`src/bsr_pkg.sv`:
```
// shared types, constants and control store for the bisection square root block
package bsr_pkg;

  localparam int unsigned DataW       = 32;
  localparam int unsigned FracW       = 16;
  localparam int unsigned SquareW     = 2 * DataW;
  localparam int unsigned CountW      = 7;
  localparam logic [CountW-1:0] MaxHalvings  = CountW'(48);
  localparam logic [DataW-1:0]  OneQ16       = DataW'(32'h0001_0000);
  localparam logic [DataW-1:0]  TolResetVal  = DataW'(65);

  typedef logic [1:0] step_t;

  localparam step_t StepIdle   = 2'd0;
  localparam step_t StepSquare = 2'd1;
  localparam step_t StepTest   = 2'd2;
  localparam step_t StepDone   = 2'd3;

  // jump conditions, taken when true, otherwise fall through to the next step
  typedef enum logic [1:0] {
    CondNoInBeat     = 2'd0,
    CondSpecial      = 2'd1,
    CondNotFinished  = 2'd2,
    CondOutStalled   = 2'd3
  } cond_e;

  typedef struct packed {
    logic  accept;
    logic  square;
    logic  test;
    logic  deliver;
    cond_e cond;
    step_t target;
  } uword_t;

  // datapath strobes
  typedef struct packed {
    logic load;
    logic square;
    logic test;
  } dp_ctrl_t;

  // datapath flags for the jump logic
  typedef struct packed {
    logic special;
    logic finished;
  } dp_status_t;

  // control store: one word per step
  function automatic uword_t ucode_rom(input step_t step);
    uword_t uw;
    uw = '0;
    unique case (step)
      StepIdle: begin
        uw.accept = 1'b1;
        uw.cond   = CondNoInBeat;
        uw.target = StepIdle;
      end
      StepSquare: begin
        uw.square = 1'b1;
        uw.cond   = CondSpecial;
        uw.target = StepDone;
      end
      StepTest: begin
        uw.test   = 1'b1;
        uw.cond   = CondNotFinished;
        uw.target = StepSquare;
      end
      StepDone: begin
        uw.deliver = 1'b1;
        uw.cond    = CondOutStalled;
        uw.target  = StepDone;
      end
      default: begin
        uw = '0;
      end
    endcase
    return uw;
  endfunction

endpackage

```
`src/bsr_datapath.sv`:
```
// interval registers, squaring unit and tolerance test of the bisection root
module bsr_datapath (
  input  logic                            clk_i,
  input  logic                            rst_ni,
  input  bsr_pkg::dp_ctrl_t               ctrl_i,
  input  logic [bsr_pkg::DataW-1:0]       value_i,
  input  logic [bsr_pkg::DataW-1:0]       tolerance_i,
  output bsr_pkg::dp_status_t             status_o,
  output logic [bsr_pkg::DataW-1:0]       root_o,
  output logic [bsr_pkg::CountW-1:0]      halvings_o,
  output logic                            capped_o
);
  import bsr_pkg::*;

  logic [DataW-1:0]   v_q, lo_q, hi_q, x_q;
  logic [DataW-1:0]   lo_d, hi_d, x_d;
  logic [SquareW-1:0] sq_q;
  logic [CountW-1:0]  cnt_q, cnt_d;
  logic               cap_q, cap_d;
  logic               special_q, finished_q, finished_d;

  logic [DataW-1:0]   hi_init;
  logic               is_zero, is_one;
  logic [SquareW-1:0] val64, tol64, diff;
  logic               sq_gt, in_tol;
  logic [DataW:0]     sum_lo, sum_hi;

  assign is_zero = (value_i == '0);
  assign is_one  = (value_i == OneQ16);
  assign hi_init = (value_i > OneQ16) ? value_i : OneQ16;

  assign val64 = {{(SquareW-DataW-FracW){1'b0}}, v_q, {FracW{1'b0}}};
  assign tol64 = {{(SquareW-DataW-FracW){1'b0}}, tolerance_i, {FracW{1'b0}}};
  assign sq_gt  = (sq_q > val64);
  assign diff   = sq_gt ? (sq_q - val64) : (val64 - sq_q);
  assign in_tol = (diff <= tol64);

  // both possible next midpoints, picked after the compare
  assign sum_lo = {1'b0, lo_q} + {1'b0, x_q};
  assign sum_hi = {1'b0, x_q} + {1'b0, hi_q};

  always_comb begin
    lo_d       = lo_q;
    hi_d       = hi_q;
    x_d        = x_q;
    cnt_d      = cnt_q;
    cap_d      = cap_q;
    finished_d = finished_q;
    if (ctrl_i.load) begin
      lo_d       = '0;
      hi_d       = hi_init;
      cnt_d      = '0;
      cap_d      = 1'b0;
      finished_d = 1'b0;
      if (is_zero) begin
        x_d = '0;
      end else if (is_one) begin
        x_d = OneQ16;
      end else begin
        x_d = {1'b0, hi_init[DataW-1:1]};
      end
    end else if (ctrl_i.test) begin
      if (in_tol) begin
        finished_d = 1'b1;
      end else if (cnt_q >= MaxHalvings) begin
        finished_d = 1'b1;
        cap_d      = 1'b1;
      end else begin
        cnt_d = cnt_q + CountW'(1);
        if (sq_gt) begin
          hi_d = x_q;
          x_d  = sum_lo[DataW:1];
        end else begin
          lo_d = x_q;
          x_d  = sum_hi[DataW:1];
        end
      end
    end
  end

  always_ff @(posedge clk_i or negedge rst_ni) begin
    if (!rst_ni) begin
      special_q  <= 1'b0;
      finished_q <= 1'b0;
    end else begin
      if (ctrl_i.load) begin
        special_q <= is_zero | is_one;
      end
      finished_q <= finished_d;
    end
  end

  always_ff @(posedge clk_i) begin
    if (ctrl_i.load) begin
      v_q <= value_i;
    end
    lo_q  <= lo_d;
    hi_q  <= hi_d;
    x_q   <= x_d;
    cnt_q <= cnt_d;
    cap_q <= cap_d;
    if (ctrl_i.square) begin
      sq_q <= x_q * x_q;
    end
  end

  // finished_d is what the test step decides this cycle
  assign status_o.special  = special_q;
  assign status_o.finished = finished_d;

  assign root_o     = x_q;
  assign halvings_o = cnt_q;
  assign capped_o   = cap_q;

endmodule

```
`src/bisection_square_root_top.sv`:
```
// top level of the bisection square root: control store sequencer and config register
// steps: idle, square and test until finished, then done; zero or one skip the test
// throughput: one item at a time, next input taken the cycle after the result beat
// each halving runs a square step then a test step, up to 48 halvings
// reset: asynchronous active low, tolerance returns to 65 and the sequencer to idle
module bisection_square_root_top (
  input  logic                         clk_i,
  input  logic                         rst_ni,
  // configuration
  input  logic                         tolerance_we_i,
  input  logic [bsr_pkg::DataW-1:0]    tolerance_i,
  // input channel
  input  logic                         in_valid_i,
  output logic                         in_stall_o,
  input  logic [bsr_pkg::DataW-1:0]    value_i,
  // output channel
  output logic                         out_valid_o,
  input  logic                         out_stall_i,
  output logic [bsr_pkg::DataW-1:0]    root_o,
  output logic [bsr_pkg::CountW-1:0]   halvings_o,
  output logic                         capped_o
);
  import bsr_pkg::*;

  step_t      pc_q, pc_d;
  uword_t     uw;
  logic       jump;
  dp_ctrl_t   dp_ctrl;
  dp_status_t dp_status;
  logic [DataW-1:0] tol_q;

  // tolerance register; write it only while idle, the block does not enforce this
  always_ff @(posedge clk_i or negedge rst_ni) begin
    if (!rst_ni) begin
      tol_q <= TolResetVal;
    end else if (tolerance_we_i) begin
      tol_q <= tolerance_i;
    end
  end

  // current control word
  assign uw = ucode_rom(pc_q);

  // jump condition select
  always_comb begin
    unique case (uw.cond)
      CondNoInBeat:    jump = !in_valid_i;
      CondSpecial:     jump = dp_status.special;
      CondNotFinished: jump = !dp_status.finished;
      CondOutStalled:  jump = out_stall_i;
      default:         jump = 1'b0;
    endcase
  end

  // step counter: jump to target or fall through, wrapping from done to idle
  assign pc_d = jump ? uw.target : pc_q + step_t'(1);

  always_ff @(posedge clk_i or negedge rst_ni) begin
    if (!rst_ni) begin
      pc_q <= StepIdle;
    end else begin
      pc_q <= pc_d;
    end
  end

  // handshake: ready only in the idle step, result held in the done step
  assign in_stall_o  = !uw.accept;
  assign out_valid_o = uw.deliver;

  assign dp_ctrl.load   = uw.accept & in_valid_i;
  assign dp_ctrl.square = uw.square;
  assign dp_ctrl.test   = uw.test;

  bsr_datapath u_datapath (
    .clk_i       (clk_i),
    .rst_ni      (rst_ni),
    .ctrl_i      (dp_ctrl),
    .value_i     (value_i),
    .tolerance_i (tol_q),
    .status_o    (dp_status),
    .root_o      (root_o),
    .halvings_o  (halvings_o),
    .capped_o    (capped_o)
  );

endmodule

```
`config.mk`:
```
export PLATFORM = sky130hd
export DESIGN_NAME = bisection_square_root_top
export DESIGN_NICKNAME = d
export VERILOG_FILES = /design/src/bsr_pkg.sv /design/src/bsr_datapath.sv /design/src/bisection_square_root_top.sv
export SDC_FILE = /design/constraint.sdc
export NUM_CORES = 2
export LEC_CHECK = 0
export ABC_AREA = 1
export BUFFER_PORTS_ARGS = -buffer_cell sky130_fd_sc_hd__buf_4
export CAP_MARGIN = 0
export CORE_MARGIN = 8
export CORE_UTILIZATION = 58
export DETAILED_ROUTE_END_ITERATION = 12
export PLACE_DENSITY = 0.85
export SYNTH_ARGS = -nofsm -noshare
export SYNTH_HDL_FRONTEND = slang
export SYNTH_HIERARCHICAL = 1
export SYNTH_SLANG_ARGS = --single-unit
```
`constraint.sdc`:
```
create_clock -name clk_i -period 16.7 [get_ports clk_i]
set_input_delay 0 -clock clk_i [delete_from_list [all_inputs] [get_ports clk_i]]
set_output_delay 0 -clock clk_i [all_outputs]
set_load 0.01 [all_outputs]
```
; ---- After elaboration in Yosys (flattened, before gate mapping)
; Cells that the tools add are included.
; W data, S select, Z words.
[totals]
latch_bits = 0
romBits = 0
regBits = 236
n_memories = 0
out_inout_bits = 42
wordCells = 74
ram_bits = 0
[op_classes]
n_eq_ne = 9
n_div = 0
n_mul = 1
add_sub_neg = 6
n_lt_le_gt_ge = 4
bitwise_logic = 5
muxes = 25
n_shift = 0
n_reduce_logical = 13
[ops]
columns = cell, n
row1 = $mux W32, 12
row2 = $add A32 B32 Y33, 2
row3 = $gt A64 B48 Y1, 1
row4 = $le A64 B48 Y1, 1
row5 = $mul A32 B32 Y64, 1
row6 = $mux W64, 1
row7 = $sub A48 B64 Y64, 1
row8 = $sub A64 B48 Y64, 1
row9 = $eq A32 B17 Y1 const B, 1
row10 = $gt A32 B17 Y1 const B, 1
row11 = $logic_not A32 Y1, 1
row12 = $mux W31, 1
row13 = $pmux W4 S4, 1
row14 = $reduce_and A3 Y1, 3
row15 = $eq A2 B2 Y1 const B, 4
row16 = $mux W1, 8
row17 = $reduce_and A4 Y1, 2
row18 = $add A7 B1 Y7 const B, 1
row19 = $ge A7 B6 Y1 const B, 1
row20 = $eq A2 B1 Y1 const B, 2
row21 = $logic_not A2 Y1, 2
row22 = $ne A2 B2 Y1 const B, 2
row23 = $pmux W1 S4, 1
row24 = $reduce_bool A2 Y1, 2
row25 = other kinds (6), 10

; ---- Longest topological paths before layout
[depth]
ltp_word = 9
depth_mapped = 42

; ---- Hierarchy
; Netlist, hierarchy kept.
[modules_own_cells]
columns = mod, area_per_inst_um2, cells_per_inst, seq_area_each_um2, n_inst
row1 = bsr_datapath, 46099.2, 5904, 5625.4, 1
row2 = bisection_square_root_top, 1580.3, 102, 853.3, 1

; ---- Least setup slack after synthesis
; OpenSTA, ideal clock, no wires.
[synth_path]
path_kind = reg2reg
start = register u_datapath.x_q[13] (netlist: u_datapath/root_o[13])
end = register u_datapath.sq_q[54] (data pin)
setup_time_ns = 0.259
path_slack_ns = 9.240
t_required_ns = 16.441
stages_incl_launch_ff = 29
arrival_ns = 7.201
synth_period_minus_slack_ns = 7.460
path_buffers = 2
path_cell_list = edfxtp_1 -> clkbuf_1 -> clkbuf_1 -> nand2_1 -> fa_1 -> inv_1 -> fa_1 -> inv_1 -> fa_1 -> fa_1 -> inv_1 -> fa_1 -> fa_1 -> fa_1 -> fa_1 -> ha_1 -> nand2_1 -> nor2_1 -> inv_1 -> nor2_1 -> nand3_1 -> o21ai_0 -> inv_1 -> o21bai_1 -> a21boi_0 -> o21ai_0 -> nand2_1 -> nand2_1 -> xor2_1
[synth_via]
elab_chain_len = 1
[synth_rtl]
columns = item, line
row1 = from (decl), bsr_datapath.sv:15  ; logic [DataW-1:0] v_q, lo_q, hi_q, x_q;
row2 = from (signal assigned), bsr_datapath.sv:99  ; x_q <= x_d;
row3 = $mul A32 B32 Y64, bsr_datapath.sv:103  ; sq_q <= x_q * x_q;
row4 = to (signal assigned), bsr_datapath.sv:103
row5 = to (decl), bsr_datapath.sv:17  ; logic [SquareW-1:0] sq_q;
; No other way between the ends.
; A chain may end at the register's enable or synchronous reset.

; ---- Final worst setup path
[layout_path]
start = register u_datapath.x_q[3] (netlist: u_datapath/root_o[3])
end = register u_datapath.sq_q[47] (data pin)
; The elaborated chain is that of the path after synthesis.

==> out/results.env <==
SYNTH-EDFF-COUNT=159
FLOORPLAN.INITIALDENSITY_PCT=58.3
CTS_TREE='built'
COREAREA_SQ_MM=0.0817
NUM_ROWS=105
H-TREE-DEPTH=1
FMAX_MHz=118
SYNTH_WARNINGS=6
DRT-PASS1-ITER-COUNT=6
PATH_CLK_SLEW_NS=0.08
POST_SYN_AREA_PER_CELL_SQ_UM=7.94
HOLD_VIOL=0
PIN_COUNT=111
FINALSETUPVIOLCOUNT=0
FIN_WORST_HOLD_SLACK_NS=0.0186
WORST_SKEW_PAIR.LATE_LATENCY_NS=0.57
DIE_X_UM=303
MULTIINPUTGATEAREA_SQ_MM=0.0341
CTSLONGESTPATHBUFFERS=3
WORST_EP_REQUIRED_TIME_NS=17.00
DRT-INITIAL-DRC-COUNT=3677
SETUP_REPAIR_AFTER_GLOBAL_ROUTING_MISSED_ITS_MARGIN='false'
MAX_CLOCK_SKEW_NS=0.0169
GRT_OVERFLOW_TOTAL=0
PERIOD_NEEDED_NS=8.48
MAX_SLEW.WORST_PIN.SLEW_NS=1.09
DP.FINAL_HPWL_UM=113000
POSTCTSSETUPREPAIRBUFS=0
GRT_FIRST_PASS_WIRELENGTH_UM=224000
FIN_UTIL_PCT=62.4
HOLDBUFCOUNTCTS=71
ASYNC_FLOP_SHARE_PCT=15.3
GRT_START_MAX_NET_PINS=65
PLACE.GP.CONGESTION=1.09
REPORT.FINAL.SLEW_VIOL_COUNT=0
GLOBALROUTETOTALUTIL_PCT=31.2
ANTENNA_FOUND_INITIAL=3
WORSTSETUPSTARTPOINTTYPE='register'
STATUS='finished, final reports clean'
TIMING.SLEW.HEADROOM_PCT=27.5
ROUTEDWLPERCELL_UM=20.0
CRIT_PATH_MAX_FANOUT=23
PORTBUFFERS=110
MAXCAPVIOLCOUNT=0
ANTENNA_LEFT=0
POSTSYNTHCELLCOUNT=6006
POSTCTSRESIZEDCELLS=0
CLOCK-SINKS=235
FINISH.NET_COUNT=7380
FIN_SETUP_TNS_NS=0
CP-END-KIND='register'
ROUTED_VIA_COUNT=40000
SEQ_AREA_FRAC_SYNTH_PCT=13.6
VIAS_PER_CELL=5.56
POSTSYNTHREGISTERBITS=235
CTS_ROOT_BUFFER='sky130_fd_sc_hd__clkbuf_16'
FINAL_LAYOUT_SIZE_SUFFIX_GT1_SHARE_PCT=4.68
WORST-ENDPOINT-ARRIVAL_NS=8.78
ROUTED_WL_UM=144000
SYNTH_CELL_TYPES=60
SYNTHTOLAYOUTAREAGROWTH_PCT=7.03
SYNTH_FLOP_CELL='sky130_fd_sc_hd__edfxtp_1'
LAYOUT.AREA.SEQ_SQ_MM=0.00648
PERIOD_SHARE_PCT=50.8
FILLERS=6802
VIA_COUNT_OF_THE_FIRST_GLOBAL_ROUTING_PASS=42200
DIE_H_UM=303
MAPPEDNETLISTAREA_SQ_MM=0.0477
CRITPATHKIND='register to register'
CTS_INSERTED_BUFFERS=26
DRC_VIOLATIONS_LEFT=0
FLOORPLAN.DIE_AREA_SQ_MM=0.0916
SYN_NETS=7298
HOLD_PATH.CLASS='input port to register'
[layout make-up]
type	instances	area share, %
Clock buffer	32	1.46
Timing Repair Buffer	225	3.68
Multi-Input combinational cell	3923	66.9
Inverter	1677	12.3
Tap cell	1070	2.62
Antenna cell	2	0.00981
Sequential cell	235	12.7
Clock inverter	16	0.280
[critical path, stage by stage (launching register included)]
cell	delay, ns
sky130_fd_sc_hd__edfxtp_1	0.63
sky130_fd_sc_hd__buf_4	0.43
sky130_fd_sc_hd__nand2_1	0.19
sky130_fd_sc_hd__xor2_1	0.21
sky130_fd_sc_hd__ha_1	0.20
sky130_fd_sc_hd__o21bai_1	0.17
sky130_fd_sc_hd__fa_1	0.54
sky130_fd_sc_hd__inv_1	0.05
sky130_fd_sc_hd__fa_1	0.48
sky130_fd_sc_hd__fa_1	0.54
sky130_fd_sc_hd__inv_1	0.05
sky130_fd_sc_hd__fa_1	0.50
sky130_fd_sc_hd__inv_1	0.05
sky130_fd_sc_hd__fa_1	0.52
sky130_fd_sc_hd__inv_1	0.04
sky130_fd_sc_hd__fa_1	0.50
sky130_fd_sc_hd__fa_1	0.42
sky130_fd_sc_hd__ha_1	0.38
sky130_fd_sc_hd__nand2_1	0.10
sky130_fd_sc_hd__nor2_1	0.11
sky130_fd_sc_hd__inv_1	0.05
sky130_fd_sc_hd__o21ai_0	0.59
sky130_fd_sc_hd__a21oi_1	0.18
sky130_fd_sc_hd__o21ai_0	0.61
sky130_fd_sc_hd__a21oi_1	0.24
sky130_fd_sc_hd__o21ai_0	0.31
sky130_fd_sc_hd__xor2_1	0.10
[through the flow]
step	instances	area, sq um	setup WS, ns
after global placement	7059	49400	8.54
after CTS	7178	51000	8.37
final	7180	51000	8.22
after global routing	7179	51000	7.88
after detailed placement	7059	49400	8.38
after floorplan	6006	47700	9.24
[layout by cell type, fill, tap and decap left out, drive strengths merged, types with 34 or more instances in the layout]
master,n
nor2,386
fa,791
xnor2,62
buf,155
dlygate4sd3,70
a21oi,227
edfxtp,159
dfxtp,40
dfrtp,34
o21ai,188
ha,432
inv,1680
xor2,100
nand2,1332
nand3,104
[per-layer routing]
metal | vias to the layer above | wire, um | GRT usage [%]
li1 | 18000 | - | -
met1 | 19500 | 54300 | 39.1
met2 | 2092 | 69200 | 53.7
met3 | 428 | 12900 | 4.50
met4 | 0 | 7380 | 13.8
met5 | - | 0 | 0
[state kept, by name, summed over array words and instances (netlist names), 2 cells and up]
register and cells:
pc_q 2, tol_q 32, u_datapath/halvings_o 7, u_datapath/hi_q 32
u_datapath/lo_q 32, u_datapath/root_o 32, u_datapath/sq_q 63, u_datapath/v_q 32
[synth_stat cells (13+ instances only)]
cell type | count | area share, %
sky130_fd_sc_hd__xnor2_1 | 62 | 1.1
sky130_fd_sc_hd__dfrtp_1 | 34 | 1.8
sky130_fd_sc_hd__clkbuf_1 | 140 | 1.1
sky130_fd_sc_hd__nor3_1 | 28 | 0.29
sky130_fd_sc_hd__nand2_1 | 1324 | 10
sky130_fd_sc_hd__o21ai_0 | 184 | 1.9
sky130_fd_sc_hd__edfxtp_1 | 159 | 10
sky130_fd_sc_hd__o22ai_1 | 24 | 0.31
sky130_fd_sc_hd__xor2_1 | 100 | 1.8
sky130_fd_sc_hd__a31oi_1 | 33 | 0.43
sky130_fd_sc_hd__inv_1 | 1671 | 13
sky130_fd_sc_hd__nand3_1 | 101 | 1.1
sky130_fd_sc_hd__fa_1 | 791 | 33
sky130_fd_sc_hd__nor2_1 | 374 | 2.9
sky130_fd_sc_hd__nand4_1 | 33 | 0.43
sky130_fd_sc_hd__o21a_1 | 13 | 0.20
sky130_fd_sc_hd__a21oi_1 | 227 | 2.4
sky130_fd_sc_hd__ha_1 | 432 | 11
sky130_fd_sc_hd__dfxtp_1 | 40 | 1.7
sky130_fd_sc_hd__o21bai_1 | 33 | 0.52
sky130_fd_sc_hd__mux2_4 | 30 | 0.94
[worst paths after layout]
check	from	to	slack (ns)	cells past startpoint
max	u_datapath/root_o[3]	u_datapath/sq_q[47]	8.22	26
min	tolerance_we_i	tol_q[7]	0.02	2
max reg2reg	u_datapath/root_o[3]	u_datapath/sq_q[47]	8.22	26
min reg2reg	u_datapath/halvings_o[6]	u_datapath/halvings_o[6]	0.45	2
max in group asynchronous	rst_ni	tol_q[2]	15.91	4
min in group asynchronous	rst_ni	tol_q[0]	0.53	3
[kinds of logic (layout without fill, tap and decap cells)]
| kind of cell | after synthesis | count (layout) | share of synthesized area, % |
|---|---|---|---|
| adder cells (fa/ha/maj) | 1223 | 1223 | 44.5 |
| multiplexers | 35 | 35 | 1.05 |
| XOR/XNOR | 162 | 162 | 2.98 |
| AO/OA/AOI/OAI | 582 | 582 | 6.93 |
| flip-flops | 235 | 235 | 13.6 |
| buffers and inverters | 1848 | 1950 | 14.8 |
| AND/OR/NAND/NOR | 1921 | 1921 | 16.1 |
| other | 0 | 2 | 0 |
Power is left out: the tool's default activity adds up to more than one toggle a clock period on the data nets, which glitch-free logic cannot reach.
